$ cat src/rtl/core/lai_pkg.sv
// ----------------------------------------------------------------------------
// lai_pkg
// types and constants shared by the leaky anti-windup integrator
// ----------------------------------------------------------------------------
package lai_pkg;

  localparam int unsigned LeakW    = 17;
  localparam int unsigned PeriodW  = 16;
  localparam int unsigned IlimW    = 31;
  localparam int unsigned SlimW    = 16;
  localparam int unsigned SampleW  = 16;
  localparam int unsigned IntegW   = 32;
  localparam int unsigned CfgAddrW = 2;
  localparam int unsigned CfgDataW = 31;
  localparam int unsigned FracShift = 16;

  localparam logic [LeakW-1:0]   LeakReset   = 17'd65536;
  localparam logic [PeriodW-1:0] PeriodReset = 16'd655;
  localparam logic [IlimW-1:0]   IlimReset   = 31'h7fff_ffff;
  localparam logic [SlimW-1:0]   SlimReset   = 16'hffff;

  typedef enum logic [CfgAddrW-1:0] {
    REG_LEAK   = 2'd0,
    REG_PERIOD = 2'd1,
    REG_ILIM   = 2'd2,
    REG_SLIM   = 2'd3
  } cfg_reg_t;

endpackage

$ cat src/rtl/core/leaky_antiwindup_integrator_top.sv
// ----------------------------------------------------------------------------
// leaky_antiwindup_integrator_top
// slew-limited leaky integrator with symmetric anti-windup clamp
// ----------------------------------------------------------------------------
// One result word per input word, one word per clock sustained while out_tready
// does not stall the output. A word sits in the input register, then the slew
// clamp, both products, the floor shift and the output clamp run combinationally
// into the output register, and the held integrand and integral update in the
// same cycle as it, which lets the next word follow directly. Standstill or
// a sign reversal of the limited sample clears both held values and yields a
// zero result. Configuration is written through cfg_we/cfg_addr/cfg_wdata.
// ----------------------------------------------------------------------------
module leaky_antiwindup_integrator_top
  import lai_pkg::*;
(
  input  logic                clk,
  input  logic                rst_n,
  input  logic                in_tvalid,
  output logic                in_tready,
  input  logic [15:0]         in_tdata,   // [15:0] integrand
  input  logic                in_tuser,   // [0] standstill
  output logic                out_tvalid,
  input  logic                out_tready,
  output logic [31:0]         out_tdata,  // [31:0] integral
  input  logic                cfg_we,
  input  logic [CfgAddrW-1:0] cfg_addr,
  input  logic [CfgDataW-1:0] cfg_wdata
);

  logic [LeakW-1:0]   leak_r;
  logic [PeriodW-1:0] period_r;
  logic [IlimW-1:0]   ilim_r;
  logic [SlimW-1:0]   slim_r;

  logic                       s1_valid_r;
  logic signed [SampleW-1:0]  s1_sample_r;
  logic                       s1_still_r;

  logic signed [SampleW-1:0]  held_integrand_r;
  logic signed [IntegW-1:0]   held_integral_r;

  logic                       out_valid_r;
  logic [IntegW-1:0]          out_data_r;

  logic                       advance;

  logic signed [17:0] lo_val;
  logic signed [17:0] hi_val;
  logic signed [17:0] s_wide;
  logic signed [SampleW-1:0] s_lim;
  logic               reversal;
  logic               clear;
  logic signed [49:0] prod_leak;
  logic signed [49:0] prod_sample;
  logic signed [49:0] acc;
  logic signed [33:0] shifted;
  logic signed [33:0] lim_pos;
  logic signed [33:0] lim_neg;
  logic signed [33:0] clamped;
  logic signed [SampleW-1:0] held_integrand_nxt;
  logic signed [IntegW-1:0]  held_integral_nxt;

  // configuration registers
  always_ff @(posedge clk) begin
    if (!rst_n) begin
      leak_r   <= LeakReset;
      period_r <= PeriodReset;
      ilim_r   <= IlimReset;
      slim_r   <= SlimReset;
    end else if (cfg_we) begin
      unique case (cfg_reg_t'(cfg_addr))
        REG_LEAK:   leak_r   <= cfg_wdata[LeakW-1:0];
        REG_PERIOD: period_r <= cfg_wdata[PeriodW-1:0];
        REG_ILIM:   ilim_r   <= cfg_wdata[IlimW-1:0];
        REG_SLIM:   slim_r   <= cfg_wdata[SlimW-1:0];
        default: ;
      endcase
    end
  end

  assign advance   = s1_valid_r && (!out_valid_r || out_tready);
  assign in_tready = !s1_valid_r || advance;

  // input register
  always_ff @(posedge clk) begin
    if (!rst_n) begin
      s1_valid_r <= 1'b0;
    end else if (in_tready) begin
      s1_valid_r <= in_tvalid;
    end
  end

  always_ff @(posedge clk) begin
    if (in_tready && in_tvalid) begin
      s1_sample_r <= $signed(in_tdata);
      s1_still_r  <= in_tuser;
    end
  end

  // slew clamp and reversal check
  always_comb begin
    lo_val = 18'(held_integrand_r) - $signed({2'b00, slim_r});
    hi_val = 18'(held_integrand_r) + $signed({2'b00, slim_r});
    s_wide = 18'(s1_sample_r);
    if (s_wide < lo_val) begin
      s_wide = lo_val;
    end
    if (s_wide > hi_val) begin
      s_wide = hi_val;
    end
    if (s_wide < -18'sd32768) begin
      s_lim = -16'sd32768;
    end else if (s_wide > 18'sd32767) begin
      s_lim = 16'sd32767;
    end else begin
      s_lim = s_wide[SampleW-1:0];
    end
    reversal = ((s_lim > 0) && (held_integrand_r < 0)) ||
               ((s_lim < 0) && (held_integrand_r > 0));
    clear    = s1_still_r || reversal;
  end

  // leak and gain, floor shift, anti-windup clamp
  always_comb begin
    prod_leak   = 50'(held_integral_r) * $signed({33'd0, leak_r});
    prod_sample = 50'(s_lim) * $signed({34'd0, period_r});
    acc         = prod_leak + prod_sample;
    shifted     = 34'(acc >>> FracShift);
    lim_pos     = $signed({3'b000, ilim_r});
    lim_neg     = -lim_pos;
    clamped     = shifted;
    if (clamped > lim_pos) begin
      clamped = lim_pos;
    end
    if (clamped < lim_neg) begin
      clamped = lim_neg;
    end
    if (clear) begin
      held_integrand_nxt = '0;
      held_integral_nxt  = '0;
    end else begin
      held_integrand_nxt = s_lim;
      held_integral_nxt  = clamped[IntegW-1:0];
    end
  end

  // held state
  always_ff @(posedge clk) begin
    if (!rst_n) begin
      held_integrand_r <= '0;
      held_integral_r  <= '0;
    end else if (advance) begin
      held_integrand_r <= held_integrand_nxt;
      held_integral_r  <= held_integral_nxt;
    end
  end

  // output register
  always_ff @(posedge clk) begin
    if (!rst_n) begin
      out_valid_r <= 1'b0;
    end else if (advance) begin
      out_valid_r <= 1'b1;
    end else if (out_tready) begin
      out_valid_r <= 1'b0;
    end
  end

  always_ff @(posedge clk) begin
    if (advance) begin
      out_data_r <= held_integral_nxt;
    end
  end

  assign out_tvalid = out_valid_r;
  assign out_tdata  = out_data_r;

endmodule
$ cat config.mk
export PLATFORM = sky130hd
export DESIGN_NAME = leaky_antiwindup_integrator_top
export DESIGN_NICKNAME = d
export VERILOG_FILES = /design/src/rtl/core/lai_pkg.sv /design/src/rtl/core/leaky_antiwindup_integrator_top.sv
export SDC_FILE = /design/constraint.sdc
export NUM_CORES = 2
export LEC_CHECK = 0
export BUFFER_PORTS_ARGS = -buffer_cell sky130_fd_sc_hd__buf_4
export CAP_MARGIN = 40
export CORE_ASPECT_RATIO = 0.75
export CORE_MARGIN = 2
export CORE_UTILIZATION = 45
export CTS_CLUSTER_DIAMETER = 40
export DETAILED_ROUTE_END_ITERATION = 10
export GPL_ROUTABILITY_DRIVEN = 1
export HOLD_SLACK_MARGIN = 0.03
export PLACE_DENSITY = 0.57
export SLEW_MARGIN = 20
export SYNTH_ARGS = -nofsm -noshare
export SYNTH_HDL_FRONTEND = slang
export SYNTH_SLANG_ARGS = --single-unit
$ cat constraint.sdc
create_clock -name clk -period 22.7 [get_ports clk]
set_input_delay 2.27 -clock clk [delete_from_list [all_inputs] [get_ports clk]]
set_output_delay 2.27 -clock clk [all_outputs]
set_load 0.02 [all_outputs]
# Word level (Yosys, flattened, before mapping)
# Index checks and enable logic that the tools add are counted.
dict set report totals {
  reg_bits 179
  latch_bits 0
  rom_bits 0
  mem_bits_rw 0
  mem_count 0
  input_bits 55
  out_inout_bits 34
  wordCells 56
}
dict set report classes {
  n_mux 10
  n_addsub 4
  n_eq_ne 3
  mul 2
  n_bitwise 0
  shift 0
  n_reduce_logical 16
  magnitude_cmp 10
  div_mod_pow 0
}
# cell count
set op_table {}
lappend op_table {{$mux W32} 2}
lappend op_table {{$add A50 B33 Y50} 1}
lappend op_table {{$mul A32 B18 Y50} 1}
lappend op_table {{$mux W16} 3}
lappend op_table {{$mux W18} 2}
lappend op_table {{$gt A34 B32 Y1} 1}
lappend op_table {{$lt A34 B34 Y1} 1}
lappend op_table {{$mux W34} 1}
lappend op_table {{$neg A31 Y34} 1}
lappend op_table {{$mul A16 B17 Y33} 1}
lappend op_table {{$gt A16 B1 Y1 const B} 2}
lappend op_table {{$lt A16 B1 Y1 const B} 2}
lappend op_table {{$add A16 B17 Y18} 1}
lappend op_table {{$gt A18 B16 Y1 const B} 1}
lappend op_table {{$gt A18 B18 Y1} 1}
lappend op_table {{$lt A16 B18 Y1} 1}
lappend op_table {{$lt A18 B16 Y1 const B} 1}
lappend op_table {{$sub A16 B17 Y18} 1}
lappend op_table {{$reduce_and A2 Y1} 4}
lappend op_table {{$eq A2 B2 Y1 const B} 2}
lappend op_table {{$logic_and A1 B1 Y1} 4}
lappend op_table {{$logic_or A1 B1 Y1} 4}
lappend op_table {{$eq A2 B1 Y1 const B} 1}
lappend op_table {{$logic_not A1 Y1} 2}
lappend op_table {{3 further kinds} 4}

# Depth between registers and ports, before layout
dict set report logic_depth {
  word_depth 15
  ltp_mapped 105
}

# Worst setup path after synthesis
# OpenSTA, ideal clock, no wires.
dict set report synth_path {
  kind {reg-to-reg}
  startpoint {reg slim_r[4]}
  endpoint {reg out_data_r[10], in the netlist out_tdata[10] (data pin)}
  required_time_ps 22434
  path_stages_with_launch 92
  arrival_ps 18612
  period_less_slack_ps 18878
  path_slack_ps 3822
  path_buffers 10
  cell_sequence {dfxtp_1 > inv_1 > ha_1 > buf_2 > a21oi_1 > nor2b_1 > o21ai_0 > a21o_1 > a21oi_1 > xnor2_1 > inv_1 > ha_1 > nand2_1 > o41ai_1 > a21oi_2 > o41ai_4 > clkbuf_1 > clkbuf_1 > [56 not listed] > mux2_2 > ha_1 > a21o_1 > a21oi_1 > nor2b_1 > o21ai_0 > nand2b_1 > a21oi_1 > o41ai_1 > nand2_1 > o2111ai_1 > a211o_1 > a221oi_1 > o221ai_2 > buf_6 > buf_8 > mux2i_1 > nor2_1}
}
dict set report synth_between {
  elab_chain_len 15
  elab_cells_between_ends 23
  cone_classes {add/sub: 3; mul: 1; order compare: 8; mux: 7; reduce/logical: 4}
}
# element line_no
set synth_lines {}
lappend synth_lines {{start: declaration} leaky_antiwindup_integrator_top.sv:33} ;# logic [SlimW-1:0] slim_r;
lappend synth_lines {{start signal: assignment} leaky_antiwindup_integrator_top.sv:69} ;# slim_r <= SlimReset;
lappend synth_lines {{start signal: assignment} leaky_antiwindup_integrator_top.sv:75} ;# REG_SLIM: slim_r <= cfg_wdata[SlimW-1:0];
lappend synth_lines {{$sub A16 B17 Y18} leaky_antiwindup_integrator_top.sv:102} ;# lo_val = 18'(held_integrand_r) - $signed({2'b00, slim_r});
lappend synth_lines {{$lt A16 B18 Y1} leaky_antiwindup_integrator_top.sv:105} ;# if (s_wide < lo_val) begin
lappend synth_lines {{$mux W18} leaky_antiwindup_integrator_top.sv:105}
lappend synth_lines {{$gt A18 B18 Y1} leaky_antiwindup_integrator_top.sv:108} ;# if (s_wide > hi_val) begin
lappend synth_lines {{$mux W18 *} leaky_antiwindup_integrator_top.sv:108}
lappend synth_lines {{$gt A18 B16 Y1} leaky_antiwindup_integrator_top.sv:113} ;# end else if (s_wide > 18'sd32767) begin
lappend synth_lines {{$mux W16} leaky_antiwindup_integrator_top.sv:113}
lappend synth_lines {{$mux W16 *} leaky_antiwindup_integrator_top.sv:111} ;# if (s_wide < -18'sd32768) begin
lappend synth_lines {{$mul A16 B17 Y33} leaky_antiwindup_integrator_top.sv:126} ;# prod_sample = 50'(s_lim) * $signed({34'd0, period_r});
lappend synth_lines {{$add A50 B33 Y50} leaky_antiwindup_integrator_top.sv:127} ;# acc = prod_leak + prod_sample;
lappend synth_lines {{$gt A34 B32 Y1} leaky_antiwindup_integrator_top.sv:132} ;# if (clamped > lim_pos) begin
lappend synth_lines {{$mux W34} leaky_antiwindup_integrator_top.sv:132}
lappend synth_lines {{$lt A34 B34 Y1} leaky_antiwindup_integrator_top.sv:135} ;# if (clamped < lim_neg) begin
lappend synth_lines {{$mux W32} leaky_antiwindup_integrator_top.sv:135}
lappend synth_lines {{$mux W32 *} leaky_antiwindup_integrator_top.sv:138} ;# if (clear) begin
lappend synth_lines {{named net held_integral_nxt[10]} leaky_antiwindup_integrator_top.sv:61} ;# logic signed [IntegW-1:0] held_integral_nxt;
lappend synth_lines {{end signal: assignment} leaky_antiwindup_integrator_top.sv:171} ;# out_data_r <= held_integral_nxt;
lappend synth_lines {{end: declaration} leaky_antiwindup_integrator_top.sv:43} ;# logic [IntegW-1:0] out_data_r;
# The timed path passes the listed nets; every way through them passes the cells marked *.
# A chain may end at the register's enable or synchronous reset.

# Final worst setup path
dict set report layout_path {
  startpoint {reg slim_r[4]}
  endpoint {reg out_data_r[29], in the netlist out_tdata[29] (data pin)}
}
# The elaborated chain is that of the path after synthesis.

==> impl_results.rst <==
.. list-table::
   :header-rows: 1

   * - Metric
     - Value
   * - Result of the run
     - complete, no violations
   * - CORE AREA
     - 89980 sq um
   * - Number of flops mapped to enable cells by yosys
     - 49
   * - Die width
     - 352.7 um
   * - Setup Buffers After CTS
     - 0
   * - Yosys top cell by area
     - sky130_fd_sc_hd__fa_1
   * - Clock root buffer
     - sky130_fd_sc_hd__clkbuf_16
   * - Number of iterations in the first detailed-routing pass
     - 5
   * - Hold Path Class
     - reg -> reg
   * - Endpoint kind of the worst setup timing path
     - flip-flop
   * - Number of buffers on the longest clock path
     - 2
   * - Kind of critical path
     - reg -> reg
   * - Vias after detailed routing
     - 31.21k
   * - Share of Yosys cell area claimed by the top area cell type
     - 38.82%
   * - 1st-iter DRT viols
     - 2530
   * - Hold Path Cell Cnt
     - 2
   * - Cts-stage hold buffer count
     - 0
   * - Layout Nets
     - 5945
   * - CTS HTree Levels
     - 4
   * - Crit path max-delay family
     - compound AO/OA/AOI/OAI gates
   * - FF+latch area
     - just over 4000 sq um
   * - Post-detailed-route wirelength per cell
     - 20.67 um
   * - Top post-synthesis cells by count
     - sky130_fd_sc_hd__inv_1 (1079), sky130_fd_sc_hd__fa_1 (796), sky130_fd_sc_hd__nand2_1 (744)
   * - Number of antenna violations at the first check in global routing
     - 3
   * - Synthesized netlist net count
     - ~6.0k
   * - Number of buffers and inverters on the critical path
     - 11
   * - Highest-delay cell along the critical path
     - sky130_fd_sc_hd__nor4_1
   * - Setup repair after global routing missed its margin
     - no
   * - Num CTS Buffers
     - 17
   * - Area growth syn-to-layout
     - 6.749%
   * - Delay of the slowest cell on the worst path
     - roughly 620 ps
   * - TritonCTS clock tree
     - yes
   * - Clock latency of the later-clocked register in the worst-skew pair
     - about 470 ps
   * - Global-route wire length before repair
     - 194000 um
   * - Actual transition at the worst max-transition pin
     - between 800 and 900 ps
   * - Total standard cell area after synthesis
     - 41050 sq um
   * - # rows
     - 95
   * - Setup skew after layout
     - 13.20 ps
   * - Tot GR Track Use
     - 26.96%
   * - Number of diodes added for antenna fixing
     - 0
   * - Starting density of the core
     - a little under half
   * - Multi-input gate area in the final layout
     - 32040 sq um
   * - Via density per instance
     - between 5 and 6
   * - Number of logic stages on the critical path including buffering
     - slightly above 80
   * - DRC violation count after routing
     - 0
   * - Sum Neg Setup Slack
     - 0 ps
   * - Fraction of the yosys area taken by sequential cells
     - 9.925%
   * - Number of routed nets with antenna violations
     - 0
   * - Gr ovfl total
     - 0
   * - Number of standard cells after synthesis
     - 4750
   * - Final hold violation count
     - 0
   * - Fmax
     - ~47 MHz
   * - Filler instances
     - 8832
   * - Area enclosed by the die boundary
     - 93670 sq um
   * - Total number of clock tree sinks
     - 179
   * - Largest net degree at the start of global routing
     - 63
   * - Max FO, Critical Path
     - 38
   * - DP HPWL
     - ~100000 um
   * - Top FF cell, synth
     - sky130_fd_sc_hd__dfxtp_1
   * - Proportion of layout cells with a drive suffix above 1
     - 5.528%
   * - Syn_area_per_cell
     - around 8.6 sq um
   * - Maximum Capacitance Violations
     - 0
   * - Global placement routability congestion
     - 0.9430
   * - Hold_ws
     - 459.9 ps
   * - Startpoint type of the worst setup path
     - flip-flop
   * - Aggregate routed wire length
     - 122600 um
   * - Final period demand of the worst path
     - 21240 ps
   * - Number of synthesized register bits
     - 179
   * - Die height
     - roughly 270 um
   * - Crit path DAT
     - 21440 ps
   * - Setup Viol. Count Final
     - 0
   * - Dominant cells by area after synthesis
     - sky130_fd_sc_hd__fa_1 (39%), sky130_fd_sc_hd__ha_1 (12%), sky130_fd_sc_hd__inv_1 (9.9%), sky130_fd_sc_hd__nand2_1 (6.8%), sky130_fd_sc_hd__dfxtp_1 (6.3%)
   * - Number of global-route vias before repair
     - ~32k
   * - Number of unique standard cell types used by synthesis
     - 74
   * - Fraction of registers with async set or reset after synthesis
     - 0%
   * - Relative slew margins
     - around 41%
   * - Depth of the worst register-to-register path
     - 83
   * - Final Slew Violations
     - 0
   * - Number of I/O port buffers
     - 88
   * - Ratio of final minimum period to clock period
     - 93.57%
   * - Ports placed on the boundary
     - 89
   * - CTS clock-pin slew for the worst setup and hold paths
     - 80 ps
   * - Warnings, synthesis
     - 0
   * - Data required time of the worst path
     - 22900 ps
   * - Most instantiated library cell after synthesis
     - sky130_fd_sc_hd__inv_1
-- metal layers --
| metal | share of wire (%) | GRT usage, % | vias to the layer above |
|---|---|---|---|
| met5 | 0 | 0 | - |
| met4 | 3.1 | 7.531 | 0 |
| met3 | 5.7 | 3.465 | 160 |
| met2 | 45 | 42.41 | 970 |
| li1 | - | - | 14298 |
| met1 | 46 | 39.08 | 15784 |
-- cell families after synthesis --
kind of cell             Yosys count  share of synthesized area (%)
AND/OR/NAND/NOR                 1404                          15.83
buffers and inverters           1316                          12.16
adder cells (fa/ha/maj)         1182                          50.59
AO/OA/AOI/OAI                    518                          8.026
flip-flops                       179                          9.925
XOR/XNOR                          98                          2.109
multiplexers                      53                          1.366
-- metrics by stage --
stage          cell area, sq um  worst slack (ps)  std cells  utilization (%)
4_1_cts                   43700             799.0       5924            48.56
6_report                  43820              1459       5933            48.70
2_1_floorplan             41050              3822       4750                -
3_3_place_gp              42740             857.5       5869            47.50
3_5_place_dp              43130             858.4       5892            47.93
5_1_grt                   43820             136.2       5933            48.70
-- sequential cells by signal (all words and copies together) (netlist names) --
| name | flops |
|---|---|
| held_integral_r | 32 |
| held_integrand_r | 16 |
| ilim_r | 31 |
| leak_r | 17 |
| out_tdata | 32 |
| out_tvalid | 1 |
| period_r | 16 |
| s1_sample_r | 16 |
| s1_still_r | 1 |
| s1_valid_r | 1 |
| slim_r | 16 |
-- repair_timing --
action,in CTS,in global routing
resized for setup,0,4
endpoints found under the hold margin,0,0
endpoints found under the setup margin,0,64
-- worst paths after layout --
kind | slack [ps] | start | endpoint
hold / removal | 460 | leak_r[7] | leak_r[7]
setup / recovery | 1460 | slim_r[4] | out_tdata[29]
hold reg to reg | 460 | leak_r[7] | leak_r[7]
setup reg to reg | 1460 | slim_r[4] | out_tdata[29]
-- cell usage in the layout (no fill, tap or decap), types with 12 or more instances in the layout --
| master | synthesis | routed |
|---|---|---|
| sky130_fd_sc_hd__inv_1 | 1079 | 1078 |
| sky130_fd_sc_hd__fa_1 | 796 | 796 |
| sky130_fd_sc_hd__nand2_1 | 744 | 744 |
| sky130_fd_sc_hd__ha_1 | 386 | 386 |
| sky130_fd_sc_hd__and2_1 | 317 | 317 |
| sky130_fd_sc_hd__a21oi_1 | 158 | 158 |
| sky130_fd_sc_hd__nor2_1 | 155 | 153 |
| sky130_fd_sc_hd__buf_4 | 0 | 144 |
| sky130_fd_sc_hd__dfxtp_1 | 130 | 119 |
| sky130_fd_sc_hd__o21ai_0 | 92 | 91 |
| sky130_fd_sc_hd__xnor2_1 | 77 | 77 |
| sky130_fd_sc_hd__a21o_1 | 67 | 67 |
| sky130_fd_sc_hd__o211ai_1 | 54 | 54 |
| sky130_fd_sc_hd__edfxtp_1 | 49 | 49 |
| sky130_fd_sc_hd__mux2i_1 | 38 | 38 |
| sky130_fd_sc_hd__nand4_1 | 34 | 34 |
| sky130_fd_sc_hd__nand3_1 | 31 | 31 |
| sky130_fd_sc_hd__o21ai_1 | 29 | 29 |
| sky130_fd_sc_hd__nor3_1 | 25 | 25 |
| sky130_fd_sc_hd__nand2b_1 | 20 | 20 |
| sky130_fd_sc_hd__o21a_1 | 22 | 20 |
| sky130_fd_sc_hd__xor2_1 | 20 | 20 |
| sky130_fd_sc_hd__nor4_1 | 19 | 19 |
| sky130_fd_sc_hd__nor2b_1 | 18 | 18 |
| sky130_fd_sc_hd__clkbuf_16 | 0 | 17 |
| sky130_fd_sc_hd__mux2_2 | 14 | 14 |
| sky130_fd_sc_hd__buf_8 | 2 | 14 |
| sky130_fd_sc_hd__o21bai_1 | 12 | 12 |
-- area by class of cell --
class	count	share of cell area (%)
flip-flops and latches	179	9.329
clock inverters	13	0.2656
clock buffers	19	1.034
repair buffers	172	3.518
multi-input cells	3256	73.12
well taps	1212	3.461
inverters	1082	9.269
-- worst reg2reg max path, delay by kind of cell (launching register included) --
family,cells,cell delay (ps)
AO/OA/AOI/OAI,31,7870
AND/OR/NAND/NOR,20,3230
XOR/XNOR,2,330
multiplexers,5,2020
buffers and inverters,11,1560
adder cells (fa/ha/maj),14,5630
flip-flops,1,340
Power is not shown: default switching activity piles up to over one toggle a cycle in this logic, so the estimate is an artifact.
